$ cat config.mk
export PLATFORM = sky130hd
export DESIGN_NAME = nsnf_ram
export DESIGN_NICKNAME = d
export VERILOG_FILES = /design/src/hdl/nsnf_ram.sv
export SDC_FILE = /design/constraint.sdc
export NUM_CORES = 2
export LEC_CHECK = 0
export BUFFER_PORTS_ARGS = -buffer_cell sky130_fd_sc_hd__buf_2
export CORE_ASPECT_RATIO = 1.5
export CORE_MARGIN = 10
export CORE_UTILIZATION = 25
export CTS_CLUSTER_DIAMETER = 120
export DETAILED_ROUTE_END_ITERATION = 8
export PLACE_DENSITY = 0.48
export SYNTH_ARGS = -nofsm -noshare
export SYNTH_HDL_FRONTEND = slang
export SYNTH_SLANG_ARGS = --single-unit
$ cat constraint.sdc
create_clock -name clock -period 2.5 [get_ports clock]
set_clock_uncertainty 0.1 [all_clocks]
set_input_delay 0 -clock clock [delete_from_list [all_inputs] [get_ports clock]]
set_output_delay 0 -clock clock [all_outputs]
set_load 0.05 [all_outputs]
$ cat src/hdl/nsnf_ram.sv
// Generic single-clock RAM, one write and one read port, registered read (old data on
// a same-address read and write). No dependencies.
`default_nettype none

module nsnf_ram #(
   parameter int WIDTH = 8,
   parameter int DEPTH = 512,
   localparam int AW = (DEPTH > 1) ? $clog2(DEPTH) : 1
) (
   input  wire logic             clock,
   input  wire logic             wr_en,
   input  wire logic [AW-1:0]    wr_addr,
   input  wire logic [WIDTH-1:0] wr_data,
   input  wire logic             rd_en,
   input  wire logic [AW-1:0]    rd_addr,
   output logic      [WIDTH-1:0] rd_data
);

   logic [WIDTH-1:0] store_ff [DEPTH];
   logic [WIDTH-1:0] rd_data_ff;

   always_ff @(posedge clock) begin
      if (wr_en) begin
         store_ff[wr_addr] <= wr_data;
      end
      if (rd_en) begin
         rd_data_ff <= store_ff[rd_addr];
      end
   end

   assign rd_data = rd_data_ff;

endmodule

`default_nettype wire

==> results.sh <==
export IMPL_status="finished with violations"
export IMPL_violations="negative setup slack"
export IMPL_place_ws_ps=-1460
export IMPL_drv_slew=0
export IMPL_gp_congestion=0.848
export IMPL_slowest_stage="mux4_2"
export IMPL_synth_fp_nets=8059
export IMPL_area_growth_pct=21.9
export IMPL_max_freq_ghz=0.398
export IMPL_synth_seq_cells=4104
export IMPL_max_cap_violations=0
export IMPL_ant_nets=0
export IMPL_die_x_um=673
export IMPL_cp_required_ps=3100
export IMPL_port_buffers=36
export IMPL_max_slew_margin_pct=34.6
export IMPL_drive_gt1_share_pct=29.9
export IMPL_drtIter0Drc=6997
export IMPL_grt_pass1_vias=90084
export IMPL_p_per_area_mw_per_mm2=729
export IMPL_yosysSeqAreaShare_pct=77.0
export IMPL_clock_path_buffers=4
export IMPL_netlist_area_mm2=0.160
export IMPL_nNetsFinal=9435
export IMPL_startpoint="store_ff[422][5]$_DFFE_PP_"
export IMPL_row_count=359
export IMPL_worst_slack_ps=-9.54
export IMPL_yosysWarningCount=0
export IMPL_dr_pass1_iters=6
export IMPL_io_pins=37
export IMPL_ir_worst_vdd_uv=568
export IMPL_routedWlPerCell_um=27.2
export IMPL_postSynthCellCount=8030
export IMPL_grt_max_degree=107
export IMPL_max_stage_delay_ps=590
export IMPL_setup_tns_ps=-9.54
export IMPL_vias=84172
export IMPL_fin_crit_sh_pct=100
export IMPL_antenna_found_initial=34
export IMPL_cp_end_kind="register"
export IMPL_cpMostUsedCell="mux4_2"
export IMPL_post_route_min_period_ps=2510
export IMPL_clk_latency_ps=970
export IMPL_tritoncts="built"
export IMPL_worstPathMaxFanout=1
export IMPL_cts_made_buffers=372
export IMPL_hold_class="primary input to register"
export IMPL_cts_sinks=4104
export IMPL_synth_edff_count=4104
export IMPL_die_area_mm2=0.673
export IMPL_hp_start="wr_data[3]"
export IMPL_final_area_mm2=0.195
export IMPL_drt_total_wl_um=496000
export IMPL_yosysTopAreaCellShare_pct=77.0
export IMPL_hold_depth=3
export IMPL_rsz0062_at_grt="yes"
export IMPL_dp_hpwl_um=340000
export IMPL_worstSetupPathType="register to register"
export IMPL_overflow=0
export IMPL_drc=0
export IMPL_grt_use_total_pct=14.2
export IMPL_start_util_pct=25.1
export IMPL_crit_path_start_kind="register"
export IMPL_avgSynthCellArea_um2=19.9
export IMPL_synth_area_leader_cell="edfxtp_1"
export IMPL_hold_viol_final=0
export IMPL_setup_viol=1
export IMPL_core_mm2=0.637
export IMPL_utilization_pct=30.6
export IMPL_cts_htree_levels=5
export IMPL_tightest_slew_ps=977
export IMPL_synth_ff_type="edfxtp_1"
export IMPL_clockRootBuffer="clkbuf_16"
export IMPL_r2r_start="store_ff[422][5]$_DFFE_PP_"
export IMPL_ff2ff_path_depth=6
export IMPL_dpl_instance_area_mm2=0.182
export IMPL_async_flop_share_pct=0
export IMPL_cp_arrival_ps=3110
export IMPL_grt_first_pass_wirelength_um=694000
export IMPL_synth_cell_types=50
export IMPL_cp_cell_sequence="mux4_2 -> mux4_2 -> nor4_4 -> buf_4 -> nor4_2 -> o2111a_1"
export IMPL_synth_area_top_cells="edfxtp_1, mux4_2, mux2i_1"
export IMPL_clk_pin_slew_ps=70
export IMPL_leakage_nw=62.8
export IMPL_die_h_um=1000
export IMPL_viasPerCell=4.62
-- Yosys cell counts (70+ instances only) --
library cell and instances:
buf_4 70, edfxtp_1 4104, nand2_1 111, mux2i_1 797, o22ai_1 163, o21ai_0 118, o221ai_1 371, mux4_2 654
nor2_1 597, nor3_1 109, a21oi_1 194, clkbuf_1 265
-- registers in the layout, indices dropped and copies added (netlist names) --
signal,count
rd_data,8
store_ff,4096
-- layout by cell type, fill, tap and decap left out, types with 139 or more instances in the layout --
cell type | netlist | final
edfxtp_1 | 4104 | 4104
mux4_2 | 654 | 654
a21oi_1 | 194 | 180
buf_12 | 5 | 194
mux2i_1 | 797 | 786
nor2_1 | 597 | 588
clkbuf_16 | 0 | 375
o22ai_1 | 163 | 139
buf_4 | 70 | 1239
o221ai_1 | 371 | 323
-- stage by stage --
stage	instances	hold WS [ps]	power, mW
2_1_floorplan	8030	-1.13	80.9
3_3_place_gp	17490	239	85.9
3_5_place_dp	17490	248	86.0
4_1_cts	18188	2.25	144
5_1_grt	18191	53.4	147
6_report	18200	84.1	142
-- per-layer routing --
layer,track usage [%],wire [um],vias to the layer above
li1,-,-,36131
met4,6.71,26600,4
met2,27.5,273000,2361
met3,1.62,19700,789
met1,15.4,176000,44887
met5,0,23,-
-- power breakdown --
part           switching [mW]  internal, mW  leakage, nW
Sequential             0.0586          75.7         36.9
Combinational            5.51          3.26         20.0
Clock                    26.0          31.7         5.90
Total                    31.5           111         62.8
-- worst max-delay path, delay by kind of cell, from the launching register on --
family / cells / cell delay [ps]
flip-flops: 1 / 420
buffers and inverters: 1 / 180
multiplexers: 2 / 1080
AO/OA/AOI/OAI: 1 / 170
AND/OR/NAND/NOR: 2 / 320
-- kinds of logic after synthesis --
family | Yosys count | synth area share (%)
AO/OA/AOI/OAI | 979 | 4.31
buffers and inverters | 516 | 1.85
flip-flops | 4104 | 77.0
multiplexers | 1451 | 14.2
AND/OR/NAND/NOR | 980 | 2.63
-- cell type report --
cell class	count	area, um2
Fill cell	61559	442000
Tap cell	8483	10600
Inverter	3	18.8
Antenna cell	12	30.0
Multi-Input combinational cell	3410	35100
Timing Repair Buffer	1515	14000
Clock inverter	230	2430
Sequential cell	4104	123000
Clock buffer	443	9640
-- worst paths after layout --
path	to	slack, ps
worst min-delay path	store_ff[462][3]$_DFFE_PP_	80
worst min register to register	rd_data[0]$_DFFE_PP_	1220
worst max register to register	rd_data[5]$_DFFE_PP_	-10
worst max-delay path	rd_data[5]$_DFFE_PP_	-10
-- what timing repair did --
action | CTS | global route
buffers inserted | 0 | 1
hold buffers | 30 | 0
pin swaps | 25 | 47
endpoints found under the hold margin | 4914 | 0
endpoints found under the setup margin | 8 | 8
resized for setup | 143 | 94
Note: power is estimated with default switching activity, not from simulation.
