==> src/hdl/nsnf_pkg.sv <==
// Shared constants, types and helpers for the neighbour sum noise filter.
// No dependencies.
`default_nettype none

package nsnf_pkg;

   localparam int PIXEL_W         = 8;
   localparam int COLUMN_LENGTH_W = 10;
   localparam int COLUMN_COUNT_W  = 11;
   localparam int GATE_W          = 8;
   localparam int SUM_LIMIT_W     = 11;
   localparam int SUM_W           = 11;
   localparam int CSR_DATA_W      = 11;
   localparam int CSR_INDEX_W     = 2;

   localparam int MAX_COLUMN_LENGTH_DEFAULT = 512;
   localparam int MAX_COLUMNS_DEFAULT       = 1024;
   localparam int MIN_GEOMETRY              = 4;

   localparam int COLUMN_LENGTH_RESET = 480;
   localparam int COLUMN_COUNT_RESET  = 640;
   localparam int GATE_LEVEL_RESET    = 1;
   localparam int SUM_LIMIT_RESET     = 256;

   typedef enum logic [CSR_INDEX_W-1:0] {
      CSR_COLUMN_LENGTH = 2'd0,
      CSR_COLUMN_COUNT  = 2'd1,
      CSR_GATE_LEVEL    = 2'd2,
      CSR_SUM_LIMIT     = 2'd3
   } csr_index_type;

   // per-item control travelling from the sequencer to the window stage
   typedef struct packed {
      logic decide;
      logic test;
      logic last;
   } step_type;

   function automatic int clamp_geometry(int value, int upper);
      if (value < MIN_GEOMETRY) begin
         return MIN_GEOMETRY;
      end
      if (value > upper) begin
         return upper;
      end
      return value;
   endfunction

endpackage

`default_nettype wire

==> src/hdl/nsnf_channels.sv <==
// Valid/ready channel interfaces for pixel requests and filtered responses.
// Depends on nsnf_pkg.
`default_nettype none


interface nsnf_rsp_if import nsnf_pkg::*; ();
   logic               valid;
   logic               ready;
   logic [PIXEL_W-1:0] pixel_out;
   logic               frame_end;

   modport source (output valid, output pixel_out, output frame_end, input ready);
   modport sink (input valid, input pixel_out, input frame_end, output ready);
endinterface

`default_nettype wire

==> src/hdl/nsnf_window.sv <==
// 3x3 window registers, neighbour sum and clear decision, filtered write-back and
// output register. Depends on nsnf_pkg and nsnf_channels.
`default_nettype none

module nsnf_window import nsnf_pkg::*; #(
   parameter int MAX_COLUMN_LENGTH = MAX_COLUMN_LENGTH_DEFAULT,
   localparam int AW = $clog2(MAX_COLUMN_LENGTH)
) (
   input  wire logic                   clock,
   input  wire logic                   reset,
   input  wire logic                   s1_valid,
   input  wire step_type               s1_step,
   input  wire logic [PIXEL_W-1:0]     s1_pixel,
   input  wire logic [AW-1:0]          s1_slot,
   input  wire logic [PIXEL_W-1:0]     raw_rd,
   input  wire logic [PIXEL_W-1:0]     filt_rd,
   input  wire logic [GATE_W-1:0]      gate_level,
   input  wire logic [SUM_LIMIT_W-1:0] sum_limit,
   output logic                        s1_advance,
   output logic                        filt_wr_en,
   output logic      [AW-1:0]          filt_wr_addr,
   output logic      [PIXEL_W-1:0]     filt_wr_data,
   nsnf_rsp_if.source                  rsp_if
);

   // left column filtered, centre column above filtered, the rest raw
   logic [PIXEL_W-1:0] left0_ff, left1_ff;
   logic [PIXEL_W-1:0] centre_ff, above_ff;
   logic [PIXEL_W-1:0] right1_ff, right2_ff;
   logic [PIXEL_W-1:0] out_pixel_ff;
   logic               out_end_ff;
   logic               out_valid_ff, out_valid_in;
   logic               fire, clear;
   logic [SUM_W-1:0]   sum;
   logic [PIXEL_W-1:0] result;

   assign s1_advance = !out_valid_ff || rsp_if.ready;
   assign fire       = s1_valid && s1_advance;

   assign sum = SUM_W'(left0_ff) + SUM_W'(left1_ff) + SUM_W'(filt_rd)
              + SUM_W'(above_ff) + SUM_W'(raw_rd)
              + SUM_W'(right2_ff) + SUM_W'(right1_ff) + SUM_W'(s1_pixel);

   assign clear  = s1_step.test && (centre_ff > gate_level) && (sum < sum_limit);
   assign result = clear ? '0 : centre_ff;

   assign filt_wr_en   = fire && s1_step.decide;
   assign filt_wr_addr = s1_slot;
   assign filt_wr_data = result;

   always_comb begin
      if (fire && s1_step.decide) begin
         out_valid_in = 1'b1;
      end else if (rsp_if.ready) begin
         out_valid_in = 1'b0;
      end else begin
         out_valid_in = out_valid_ff;
      end
   end

   always_ff @(posedge clock) begin
      if (reset) begin
         out_valid_ff <= 1'b0;
      end else begin
         out_valid_ff <= out_valid_in;
      end
   end

   always_ff @(posedge clock) begin
      if (fire) begin
         centre_ff <= raw_rd;
         right1_ff <= s1_pixel;
         right2_ff <= right1_ff;
         left1_ff  <= filt_rd;
         left0_ff  <= left1_ff;
         if (s1_step.decide) begin
            above_ff     <= result;
            out_pixel_ff <= result;
            out_end_ff   <= s1_step.last;
         end
      end
   end

   assign rsp_if.valid     = out_valid_ff;
   assign rsp_if.pixel_out = out_pixel_ff;
   assign rsp_if.frame_end = out_end_ff;

endmodule

`default_nettype wire

==> src/flat_wrapper.sv <==
// flat-port wrapper written by rule: the top's interface ports become plain ports
module nsnf_window_flat import nsnf_pkg::*;
#(
   parameter int MAX_COLUMN_LENGTH = MAX_COLUMN_LENGTH_DEFAULT,
   localparam int AW = $clog2(MAX_COLUMN_LENGTH)
)
  (clock, reset, s1_valid, s1_step, s1_pixel, s1_slot, raw_rd, filt_rd, gate_level, sum_limit, s1_advance, filt_wr_en, filt_wr_addr, filt_wr_data, rsp_if_valid, rsp_if_pixel_out, rsp_if_frame_end, rsp_if_ready);
  nsnf_rsp_if rsp_if_i ();
  input  wire logic clock;
  input  wire logic reset;
  input  wire logic s1_valid;
  input  wire step_type s1_step;
  input  wire logic [PIXEL_W-1:0] s1_pixel;
  input  wire logic [AW-1:0] s1_slot;
  input  wire logic [PIXEL_W-1:0] raw_rd;
  input  wire logic [PIXEL_W-1:0] filt_rd;
  input  wire logic [GATE_W-1:0] gate_level;
  input  wire logic [SUM_LIMIT_W-1:0] sum_limit;
  output logic s1_advance;
  output logic filt_wr_en;
  output logic      [AW-1:0] filt_wr_addr;
  output logic      [PIXEL_W-1:0] filt_wr_data;
  output wire logic [$bits(rsp_if_i.valid)-1:0] rsp_if_valid;
  output wire logic [$bits(rsp_if_i.pixel_out)-1:0] rsp_if_pixel_out;
  output wire logic [$bits(rsp_if_i.frame_end)-1:0] rsp_if_frame_end;
  input wire logic [$bits(rsp_if_i.ready)-1:0] rsp_if_ready;
  assign rsp_if_valid = rsp_if_i.valid;
  assign rsp_if_pixel_out = rsp_if_i.pixel_out;
  assign rsp_if_frame_end = rsp_if_i.frame_end;
  assign rsp_if_i.ready = rsp_if_ready;
  nsnf_window #(.MAX_COLUMN_LENGTH(MAX_COLUMN_LENGTH)) u_core (.clock(clock), .reset(reset), .s1_valid(s1_valid), .s1_step(s1_step), .s1_pixel(s1_pixel), .s1_slot(s1_slot), .raw_rd(raw_rd), .filt_rd(filt_rd), .gate_level(gate_level), .sum_limit(sum_limit), .s1_advance(s1_advance), .filt_wr_en(filt_wr_en), .filt_wr_addr(filt_wr_addr), .filt_wr_data(filt_wr_data), .rsp_if(rsp_if_i));
endmodule
==> config.mk <==
export PLATFORM = sky130hd
export DESIGN_NAME = nsnf_window_flat
export DESIGN_NICKNAME = d
export VERILOG_FILES = /design/src/hdl/nsnf_pkg.sv /design/src/hdl/nsnf_channels.sv /design/src/hdl/nsnf_window.sv /design/src/flat_wrapper.sv
export SDC_FILE = /design/constraint.sdc
export NUM_CORES = 1
export LEC_CHECK = 0
export ABC_AREA = 1
export BUFFER_PORTS_ARGS = -buffer_cell sky130_fd_sc_hd__buf_4
export CORE_ASPECT_RATIO = 1.5
export CORE_MARGIN = 2
export CORE_UTILIZATION = 35
export DETAILED_ROUTE_END_ITERATION = 16
export MAX_ROUTING_LAYER = met4
export PLACE_DENSITY_LB_ADDON = 0.2
export SLEW_MARGIN = 10
export SYNTH_ARGS = -nofsm -noshare
export SYNTH_HDL_FRONTEND = slang
export SYNTH_SLANG_ARGS = --single-unit
==> constraint.sdc <==
create_clock -name clock -period 6.2 [get_ports clock]
set_input_delay 0.62 -clock clock [delete_from_list [all_inputs] [get_ports clock]]
set_output_delay 0.62 -clock clock [all_outputs]
set_load 0.05 [all_outputs]
==> impl_metrics.toml <==
[synth]
syn_inst = 389
synth_edf_count = 49
synth_area_um2 = 3960
ys_seq_area_share_pct = 37.7
synth_area_leaders = "edfxtp_1 (37%), fa_1 (20%), ha_1 (13%)"
avgSynthCellArea_um2 = 10.2
synth_commonest_cells = "inv_1 (124), nand2_1 (56), edfxtp_1 (49)"
async_flop_share_pct = 0
synthesis.nets = 528
ys.flop_type = "edfxtp_1"
synth_top_area_share_pct = 37.2
yosys_warnings = 0
ys_types = 24
synth_most_common_cell = "inv_1"
yosys.area.top_type = "edfxtp_1"
ys_seq_elements = 50

[drt]
drtIter0Drc = 104
drc = 0
dr.pass1.iters = 4
vias = 2727
wire_per_inst_um = 13.3
ant_nets = 0
routed_wl_um = 8190
viasPerCell = 4.42

[clock_network]
clock_latency_ns = 0.29
clockRootBuffer = "clkbuf_16"
path_clk_slew_ns = 0.07
cts_made_buffers = 5
cts.path.max_buffers = 2
htreeDepth = 2
cts_sinks = 50
cts_tree = "done"

[timing]
slew_violations = 0
worst_clock_skew_ns = 0.00494
finalCriticalPeriod_ns = 6.34
hold-worst-slack_ns = 0.462
setup_viol = 8
final.setup.worst_slack_ns = -0.136
finalCritPeriodShare_pct = 102
rsz0062_at_grt = "true"
max_freq_ghz = 0.158
hold_violations = 0
max_slew_margin_pct = 36.2
worst_pin_slew_ns = 0.953

[setup_path]
start_kind = "register"
arrival_ns = 5.72
cp_data_required_time_ns = 5.58
criticalPathCategory = "register to output port"
end_kind = "output port"
cp_max_fo = 8

[grt]
grt_pass1_wl_um = 13200
antenna_found_initial = 0
grt_max_degree = 41
grt_pass1_vias = 2888
grt_overflow_total = 0
grt_usage_pct = 14.2

[flow_run]
maxCapViolations = 0

[cells_and_area]
fillers = 1071
final_layout_size_suffix_gt1_share_pct = 36.6
fin_nets = 608
num_antenna_cells = 0
area_delta_synth_final_pct = 32.0

[placement]
place_congestion = 0.839
hpwlAfterDp_um = 6680
dpl_worst_slack_ns = -0.128
numPortBuffers = 69

[floorplan]
core-area_um2 = 11100
io_pins = 88
initial_utilization_pct = 35.8
dieHeight_um = 134
die_w_um = 90.8
num_rows = 47
dieArea_um2 = 12200

[outcome]
violations = "setup timing"
status = "complete, but fails checks"

[min_path]
hold_class = "register to register"
==> sequential cells by signal (all words and copies together) (netlist names) <==
register,count
u_core.rsp_if.valid,1
u_core.left1_ff,8
u_core.right2_ff,8
u_core.rsp_if.frame_end,1
u_core.above_ff,8
u_core.centre_ff,8
u_core.right1_ff,8
u_core.left0_ff,8
==> cells in the final DEF, fill, tap and decap left out, types with 2 or more instances in the layout <==
| cell | count |
|---|---|
| o21bai_1 | 2 |
| a21oi_2 | 6 |
| ha_4 | 9 |
| nand2_1 | 43 |
| a21oi_4 | 2 |
| nand2_2 | 12 |
| nand2_4 | 2 |
| xor2_1 | 7 |
| fa_2 | 6 |
| fa_1 | 33 |
| inv_2 | 22 |
| nand4_1 | 4 |
| nand3_2 | 5 |
| xnor2_1 | 2 |
| edfxtp_1 | 49 |
| a31oi_1 | 2 |
| o21ai_2 | 2 |
| buf_8 | 7 |
| ha_1 | 28 |
| nor2_4 | 3 |
| o21ai_4 | 2 |
| buf_4 | 74 |
| xnor2_2 | 2 |
| ha_2 | 4 |
| a21oi_1 | 8 |
| nor2_2 | 2 |
| a21o_1 | 3 |
| inv_1 | 102 |
| clkbuf_16 | 5 |
| nand3_1 | 7 |
| nor2_1 | 6 |
==> critical path, stage by stage (launching register included) <==
cell and delay, ns:
edfxtp_1 0.37, ha_2 0.20, inv_2 0.04, fa_2 0.50, inv_1 0.05, fa_1 0.47
inv_1 0.05, fa_1 0.50, fa_1 0.55, inv_1 0.06, ha_1 0.28, ha_2 0.20
inv_2 0.07, fa_2 0.40, o21ai_4 0.21, nand4_1 0.13, nand3_1 0.11, nand2_1 0.06
ha_1 0.26, nand2_1 0.07, inv_2 0.04, nand2_1 0.07, nand3_2 0.09, nor2_4 0.13
nand3_4 0.18, nand2_2 0.12, inv_2 0.05, buf_8 0.14
==> per-layer routing <==
metal / wire length (um) / up-vias / global-route usage (%) / part of all wire (%)
met1: 3290 / 1295 / 16.3 / 40
met2: 4360 / 74 / 25.0 / 53
met3: 351 / 14 / 2.36 / 4.3
met4: 189 / 0 / 4.88 / 2.3
li1: - / 1344 / - / -
met5: 0 / - / - / 0
==> cell type report <==
type	instances	area, um2	share of cell area [%]
multi-input combinational	206	2260	43.3
inverter	124	465	8.91
clock buffer	5	125	2.40
timing repair buffer	82	672	12.9
tap	147	184	3.52
sequential	50	1490	28.6
clock inverter	3	21.3	0.407
==> through the flow <==
step	TNS [ns]	std cells	utilization, %	instance area [um2]
after floorplan	0	389	-	3960
after global placement	-0.795	604	42.2	4660
after detailed placement	-0.835	604	42.2	4660
after CTS	-1.62	614	45.8	5070
after global routing	-3.26	617	47.2	5220
final	-1.01	617	47.2	5220
==> cells by family (layout without fill, tap and decap cells) <==
kind of cell | Yosys count | count (layout) | synth area share [%]
compound gates | 29 | 29 | 4.46
xor+xnor | 11 | 11 | 2.44
fa+ha+maj | 80 | 80 | 32.7
buf+inv | 133 | 214 | 13.5
flops | 50 | 50 | 37.7
simple gates | 86 | 86 | 9.23
==> path summary, 6_finish.rpt <==
kind	startpoint	endpoint	slack (ns)	cells after the start
setup / recovery	u_core.left1_ff[0]	filt_wr_data[4]	-0.14	27
hold / removal	u_core.right1_ff[0]	u_core.right2_ff[0]	0.46	0
setup reg to reg	u_core.left1_ff[0]	u_core.above_ff[4]	0.54	27
hold reg to reg	u_core.right1_ff[0]	u_core.right2_ff[0]	0.46	0
==> timing repair <==
| item | CTS | global route |
|---|---|---|
| pin swaps | 42 | 33 |
| resized for setup | 66 | 35 |
| hold buffers | 0 | 0 |
| setup endpoints to repair | 8 | 8 |
| buffers inserted | 2 | 3 |
Power is not shown: default switching activity piles up to over one toggle a cycle in this logic, so the estimate is an artifact.
