==> config.mk <==
export PLATFORM = sky130hd
export DESIGN_NAME = nsnf_sequencer_flat
export DESIGN_NICKNAME = d
export VERILOG_FILES = /design/src/hdl/nsnf_pkg.sv /design/src/hdl/nsnf_channels.sv /design/src/hdl/nsnf_sequencer.sv /design/src/flat_wrapper.sv
export SDC_FILE = /design/constraint.sdc
export NUM_CORES = 1
export LEC_CHECK = 0
export BUFFER_PORTS_ARGS = -buffer_cell sky130_fd_sc_hd__buf_2
export CORE_UTILIZATION = 59
export CTS_CLUSTER_DIAMETER = 100
export DETAILED_ROUTE_END_ITERATION = 10
export PLACE_DENSITY = 0.9
export REMOVE_ABC_BUFFERS = 1
export SLEW_MARGIN = 25
export SYNTH_ARGS = -nofsm -noshare
export SYNTH_HDL_FRONTEND = slang
export SYNTH_SLANG_ARGS = --single-unit
export TNS_END_PERCENT = 100
==> constraint.sdc <==
create_clock -name clock -period 4.45 [get_ports clock]
set_clock_uncertainty 0.1 [all_clocks]
set_input_delay 0.2225 -clock clock [delete_from_list [all_inputs] [get_ports clock]]
set_output_delay 0.2225 -clock clock [all_outputs]
set_load 0.02 [all_outputs]
==> src/hdl/nsnf_pkg.sv <==
// Shared constants, types and helpers for the neighbour sum noise filter.
// No dependencies.
`default_nettype none

package nsnf_pkg;

   localparam int PIXEL_W         = 8;
   localparam int COLUMN_LENGTH_W = 10;
   localparam int COLUMN_COUNT_W  = 11;
   localparam int GATE_W          = 8;
   localparam int SUM_LIMIT_W     = 11;
   localparam int SUM_W           = 11;
   localparam int CSR_DATA_W      = 11;
   localparam int CSR_INDEX_W     = 2;

   localparam int MAX_COLUMN_LENGTH_DEFAULT = 512;
   localparam int MAX_COLUMNS_DEFAULT       = 1024;
   localparam int MIN_GEOMETRY              = 4;

   localparam int COLUMN_LENGTH_RESET = 480;
   localparam int COLUMN_COUNT_RESET  = 640;
   localparam int GATE_LEVEL_RESET    = 1;
   localparam int SUM_LIMIT_RESET     = 256;

   typedef enum logic [CSR_INDEX_W-1:0] {
      CSR_COLUMN_LENGTH = 2'd0,
      CSR_COLUMN_COUNT  = 2'd1,
      CSR_GATE_LEVEL    = 2'd2,
      CSR_SUM_LIMIT     = 2'd3
   } csr_index_type;

   // per-item control travelling from the sequencer to the window stage
   typedef struct packed {
      logic decide;
      logic test;
      logic last;
   } step_type;

   function automatic int clamp_geometry(int value, int upper);
      if (value < MIN_GEOMETRY) begin
         return MIN_GEOMETRY;
      end
      if (value > upper) begin
         return upper;
      end
      return value;
   endfunction

endpackage

`default_nettype wire

==> src/hdl/nsnf_channels.sv <==
// Valid/ready channel interfaces for pixel requests and filtered responses.
// Depends on nsnf_pkg.
`default_nettype none

interface nsnf_req_if import nsnf_pkg::*; ();
   logic               valid;
   logic               ready;
   logic [PIXEL_W-1:0] pixel;
   logic               frame_start;

   modport source (output valid, output pixel, output frame_start, input ready);
   modport sink (input valid, input pixel, input frame_start, output ready);
endinterface


`default_nettype wire

==> src/hdl/nsnf_sequencer.sv <==
// Input side: frame position counters, column RAM pointers and the first pipeline stage.
// Depends on nsnf_pkg and nsnf_channels.
`default_nettype none

module nsnf_sequencer import nsnf_pkg::*; #(
   parameter int MAX_COLUMN_LENGTH = MAX_COLUMN_LENGTH_DEFAULT,
   parameter int MAX_COLUMNS       = MAX_COLUMNS_DEFAULT,
   localparam int HW     = $clog2(MAX_COLUMN_LENGTH + 1),
   localparam int WW     = $clog2(MAX_COLUMNS + 1),
   localparam int AW     = $clog2(MAX_COLUMN_LENGTH),
   localparam int WARM_W = $clog2(MAX_COLUMN_LENGTH + 2)
) (
   input  wire logic               clock,
   input  wire logic               reset,
   nsnf_req_if.sink                req_if,
   input  wire logic [HW-1:0]      height,
   input  wire logic [WW-1:0]      width,
   input  wire logic               s1_advance,
   output logic                    raw_en,
   output logic      [AW-1:0]      raw_addr,
   output logic      [PIXEL_W-1:0] raw_wr_data,
   output logic                    filt_rd_en,
   output logic      [AW-1:0]      filt_rd_addr,
   output logic                    s1_valid,
   output step_type                s1_step,
   output logic      [PIXEL_W-1:0] s1_pixel,
   output logic      [AW-1:0]      s1_slot
);

   logic [WARM_W-1:0]  warm_ff, warm_in, warm_e;
   logic [HW-1:0]      row_ff, row_in, row_e;
   logic [WW-1:0]      col_ff, col_in, col_e;
   logic [AW-1:0]      rp_ff, rp_in, rp_e;
   logic [AW-1:0]      fp_ff, fp_in, fp_e;
   logic               s1_valid_ff, s1_valid_in;
   step_type           s1_step_ff, step;
   logic [PIXEL_W-1:0] s1_pixel_ff;
   logic [AW-1:0]      s1_slot_ff;
   logic               accept, live, take;

   assign req_if.ready = !s1_valid_ff || s1_advance;
   assign accept       = req_if.valid && req_if.ready;

   // frame start restarts every position before this item is placed
   always_comb begin
      if (req_if.frame_start) begin
         warm_e = '0;
         row_e  = '0;
         col_e  = '0;
         rp_e   = '0;
         fp_e   = '0;
      end else begin
         warm_e = warm_ff;
         row_e  = row_ff;
         col_e  = col_ff;
         rp_e   = rp_ff;
         fp_e   = fp_ff;
      end
   end

   assign live = col_e < width;
   assign take = accept && live;

   always_comb begin
      step.decide = live && (warm_e > WARM_W'(height));
      step.test   = (row_e > HW'(1)) && (row_e < height - HW'(1))
                    && (col_e > WW'(1)) && (col_e < width - WW'(1));
      step.last   = (col_e == width - WW'(1)) && (row_e == height - HW'(1));
   end

   always_comb begin
      warm_in     = warm_ff;
      row_in      = row_ff;
      col_in      = col_ff;
      rp_in       = rp_ff;
      fp_in       = fp_ff;
      s1_valid_in = s1_advance ? 1'b0 : s1_valid_ff;
      if (take) begin
         s1_valid_in = 1'b1;
         warm_in     = (warm_e > WARM_W'(height)) ? warm_e : warm_e + WARM_W'(1);
         rp_in       = (HW'(rp_e) == height - HW'(1)) ? '0 : rp_e + AW'(1);
         row_in      = row_e;
         col_in      = col_e;
         fp_in       = fp_e;
         if (step.decide) begin
            fp_in = (HW'(fp_e) == height - HW'(2)) ? '0 : fp_e + AW'(1);
            if (row_e == height - HW'(1)) begin
               row_in = '0;
               col_in = col_e + WW'(1);
            end else begin
               row_in = row_e + HW'(1);
            end
         end
      end
   end

   always_ff @(posedge clock) begin
      if (reset) begin
         warm_ff     <= '0;
         row_ff      <= '0;
         col_ff      <= '0;
         rp_ff       <= '0;
         fp_ff       <= '0;
         s1_valid_ff <= 1'b0;
      end else begin
         warm_ff     <= warm_in;
         row_ff      <= row_in;
         col_ff      <= col_in;
         rp_ff       <= rp_in;
         fp_ff       <= fp_in;
         s1_valid_ff <= s1_valid_in;
      end
   end

   always_ff @(posedge clock) begin
      if (take) begin
         s1_step_ff  <= step;
         s1_pixel_ff <= req_if.pixel;
         s1_slot_ff  <= fp_e;
      end
   end

   // raw column line: read-before-write at the same slot returns the pixel one column back
   assign raw_en       = take;
   assign raw_addr     = rp_e;
   assign raw_wr_data  = req_if.pixel;
   assign filt_rd_en   = take;
   assign filt_rd_addr = fp_e;

   assign s1_valid = s1_valid_ff;
   assign s1_step  = s1_step_ff;
   assign s1_pixel = s1_pixel_ff;
   assign s1_slot  = s1_slot_ff;

endmodule

`default_nettype wire

==> src/flat_wrapper.sv <==
// flat-port wrapper written by rule: the top's interface ports become plain ports
module nsnf_sequencer_flat import nsnf_pkg::*;
#(
   parameter int MAX_COLUMN_LENGTH = MAX_COLUMN_LENGTH_DEFAULT,
   parameter int MAX_COLUMNS       = MAX_COLUMNS_DEFAULT,
   localparam int HW     = $clog2(MAX_COLUMN_LENGTH + 1),
   localparam int WW     = $clog2(MAX_COLUMNS + 1),
   localparam int AW     = $clog2(MAX_COLUMN_LENGTH),
   localparam int WARM_W = $clog2(MAX_COLUMN_LENGTH + 2)
)
  (clock, reset, height, width, s1_advance, raw_en, raw_addr, raw_wr_data, filt_rd_en, filt_rd_addr, s1_valid, s1_step, s1_pixel, s1_slot, req_if_valid, req_if_pixel, req_if_frame_start, req_if_ready);
  nsnf_req_if req_if_i ();
  input  wire logic clock;
  input  wire logic reset;
  input  wire logic [HW-1:0] height;
  input  wire logic [WW-1:0] width;
  input  wire logic s1_advance;
  output logic raw_en;
  output logic      [AW-1:0] raw_addr;
  output logic      [PIXEL_W-1:0] raw_wr_data;
  output logic filt_rd_en;
  output logic      [AW-1:0] filt_rd_addr;
  output logic s1_valid;
  output step_type s1_step;
  output logic      [PIXEL_W-1:0] s1_pixel;
  output logic      [AW-1:0] s1_slot;
  input wire logic [$bits(req_if_i.valid)-1:0] req_if_valid;
  input wire logic [$bits(req_if_i.pixel)-1:0] req_if_pixel;
  input wire logic [$bits(req_if_i.frame_start)-1:0] req_if_frame_start;
  output wire logic [$bits(req_if_i.ready)-1:0] req_if_ready;
  assign req_if_i.valid = req_if_valid;
  assign req_if_i.pixel = req_if_pixel;
  assign req_if_i.frame_start = req_if_frame_start;
  assign req_if_ready = req_if_i.ready;
  nsnf_sequencer #(.MAX_COLUMN_LENGTH(MAX_COLUMN_LENGTH), .MAX_COLUMNS(MAX_COLUMNS)) u_core (.clock(clock), .reset(reset), .req_if(req_if_i), .height(height), .width(width), .s1_advance(s1_advance), .raw_en(raw_en), .raw_addr(raw_addr), .raw_wr_data(raw_wr_data), .filt_rd_en(filt_rd_en), .filt_rd_addr(filt_rd_addr), .s1_valid(s1_valid), .s1_step(s1_step), .s1_pixel(s1_pixel), .s1_slot(s1_slot));
endmodule
==> reports/results.txt <==
Stages on the worst setup path = 10
Clock Path Buffers = 2
Initial DRC count = 401
TritonCTS clock tree = built
Hold_ws = 72.9 ps
Top_reg_cell synth = dfxtp_1
Layout cells sized above 1 = 0.160
Pins Over Slew Limit = 0
Pwr/cell area = 225 nW/um2
Tmin final = 3460 ps
GPL Wtd Cong = 0.950
Initial Utilization = 0.609
Cells after Synth = 687
Family with the most delay on the worst path = compound AO/OA/AOI/OAI gates
Leak pwr = 0.00271 uW
Largest net degree at the start of global routing = 55
Core area = 9280 um2
Number of distinct library cells after synthesis = 72
Worst hold path depth = 2
Worst Setup Start Kind = flop
Crit path DAT = 3630 ps
Final #Nets = 845
Post-DP HPWL = 11300 um
Period utilization = 0.778
Die X-Extent = 99.9 um
Grt total ovfl = 0
Clock transition at the registers of the reported paths = 100 ps
P_sw = 456 uW
Place WS = 789 ps
RSZ-0062 raised after global routing = no
First-pass GRT wire length = 25200 um
Post-cts repair resize count = 0
Avg Cell Area, Syn = 8.24 um2
Number of synthesized flops with an enable pin = 20
Status = finished, final reports clean
Number of global-route vias before repair = 5382
Switch share = 0.319
Total chip power = 1430 uW
Ys Warns = 0
Worst Path Required = 4620 ps
Initial antenna violation count = 0
Ant. Diodes = 0
# IOs = 84
Post-route ant nets = 0
H-tree Lvls = 3
Crit path largest cell delay = 700 ps
Routed wire length per instance = 17.2 um
Critical path's slowest cell = a2111oi_0
Clock insertion delay at the later pin of the skew report = 360 ps
Reg2reg path depth = 10
DR vias = 5539
Reg power frac = 0.475
Pint = 973 uW
FFs w/ async S/R, synth = 0
Root Buffer = clkbuf_8
Total GRT Usage = 0.315
Critical path class = reg -> reg
Cell Chain, Critical Path = nor2b_1 > ha_1 > nand4_1 > a2111oi_0 > a2111oi_4 > nand3_2 > clkinv_1 > a21oi_1 > a21oi_1 > a211oi_1
Worst path most repeated cell = a21oi_1
Rel. slew slack = 0.492
Combinational share of power = 0.170
Sequential fraction of the synthesis area = 0.283
FMAX = 0.289 GHz
CTS Sinks = 70
Row Count = 35
Clock share of power = 0.355
Synthesized area = 5660 um2
Final worst slack = 986 ps
Worst Hold Class = in -> reg
Total CTS buffers = 9
Buf/Inv on CP = 1
Max VDD drop = 259 uV
Die area = 9990 um2
Final Hold Fails = 0
Final WL = 15300 um
Vias per cell = 6.21
DR pass1 iterations = 5
#FFs+latches synth = 70
Residual DRC = 0
Non-filler instance count after layout = 892
Worst-Margin Slew = 743 ps
Placed cell count = 868
Finish-stage setup viols = 0
Critical Path Fanout Max = 17
Crit. End Element = flop
Area grow syn2layout = 12.5%
Number of max-cap violations = 0
PortBufs = 83
Setup_tns = 0 ps
Die Span Y = 99.9 um
[flip-flops by register name, indices dropped and copies added (netlist names)]
signal,flops
u_core.col_ff,11
u_core.fp_ff,9
u_core.row_ff,10
u_core.rp_ff,9
u_core.s1_pixel,8
u_core.s1_slot,9
u_core.s1_step,3
u_core.s1_valid,1
u_core.warm_ff,10
[worst register-to-register path, stage by stage, from the launching register on]
cell	delay, ps
dfxtp_1	350
nor2b_1	330
ha_1	250
nand4_1	120
a2111oi_0	700
a2111oi_4	150
nand3_2	250
clkinv_1	450
a21oi_1	440
a21oi_1	70
a211oi_1	200
[area by class of cell]
class / count / area, um2
fillers: 750 / 2920
multi-input cells: 540 / 3710
inverters: 37 / 139
clock buffers: 9 / 124
flip-flops and latches: 70 / 1600
repair buffers: 100 / 563
clock inverters: 7 / 62.6
well taps: 129 / 161
[cells in the final DEF, fill, tap and decap left out, types with 36 or more instances in the layout]
cell / Yosys / routed
buf_2: 14 / 83
nand2_1: 64 / 64
ha_1: 53 / 53
dfxtp_1: 50 / 50
nor2b_1: 47 / 47
o21ai_0: 43 / 43
nor2_1: 42 / 42
inv_1: 36 / 36
[power by group through the flow]
stage	Clock [uW]	Sequential [uW]	Combinational (uW)
final	507	679	243
after CTS	507	678	240
after detailed placement	0	693	233
after global routing	536	680	264
after floorplan	0	706	118
after global placement	0	692	223
[stage by stage]
stage | util | cell area (um2)
2_1_floorplan | - | 5450
3_3_place_gp | 0.657 | 6100
3_5_place_dp | 0.657 | 6100
4_1_cts | 0.685 | 6360
5_1_grt | 0.685 | 6360
6_report | 0.685 | 6360
[cell usage after synthesis (14+ instances only)]
| cell | n | area (um2) |
|---|---|---|
| nand2_1 | 64 | 240 |
| o21ai_0 | 43 | 215 |
| nand4_1 | 20 | 125 |
| nor3_1 | 24 | 120 |
| nor2b_1 | 47 | 294 |
| dfxtp_1 | 50 | 1000 |
| ha_1 | 53 | 663 |
| clkbuf_1 | 14 | 52.6 |
| nor4_1 | 14 | 87.6 |
| buf_2 | 14 | 70.1 |
| xor2_1 | 14 | 123 |
| inv_1 | 36 | 135 |
| edfxtp_1 | 20 | 601 |
| a21oi_1 | 29 | 145 |
| nor2_1 | 42 | 158 |
| nand3_1 | 29 | 145 |
| xnor2_1 | 29 | 254 |
[final timing paths]
check / start / endpoint / slack [ps]
hold reg to reg: u_core.rp_ff[8]$_SDFFE_PP0P_ / u_core.rp_ff[8]$_SDFFE_PP0P_ / 370
hold / removal: reset / u_core.fp_ff[1]$_SDFFE_PP0P_ / 70
setup reg to reg: u_core.col_ff[8]$_SDFFE_PP0P_ / u_core.row_ff[9]$_SDFFE_PP0P_ / 990
setup / recovery: u_core.col_ff[8]$_SDFFE_PP0P_ / u_core.row_ff[9]$_SDFFE_PP0P_ / 990
[what timing repair did]
action / CTS / global route
setup buffers: 0 / 0
hold endpoints to repair: 8 / 0
hold buffers: 8 / 0
setup endpoints to repair: 0 / 0
[routing by layer]
| metal | up-vias | GRT usage | part of all wire |
|---|---|---|---|
| met2 | 279 | 0.534 | 0.48 |
| met1 | 2593 | 0.390 | 0.41 |
| met5 | - | 0 | 0 |
| met4 | 0 | 0.129 | 0.030 |
| met3 | 55 | 0.0655 | 0.076 |
| li1 | 2612 | - | - |
[kinds of logic after synthesis]
| kind of cell | count (synthesis) | synth area share |
|---|---|---|
| compound gates | 130 | 0.150 |
| flops | 70 | 0.283 |
| mux | 3 | 0.00531 |
| fa+ha+maj | 53 | 0.117 |
| buf+inv | 77 | 0.0608 |
| xor+xnor | 48 | 0.0856 |
| simple gates | 306 | 0.298 |
No activity file was read; power rests on OpenSTA's default activity.
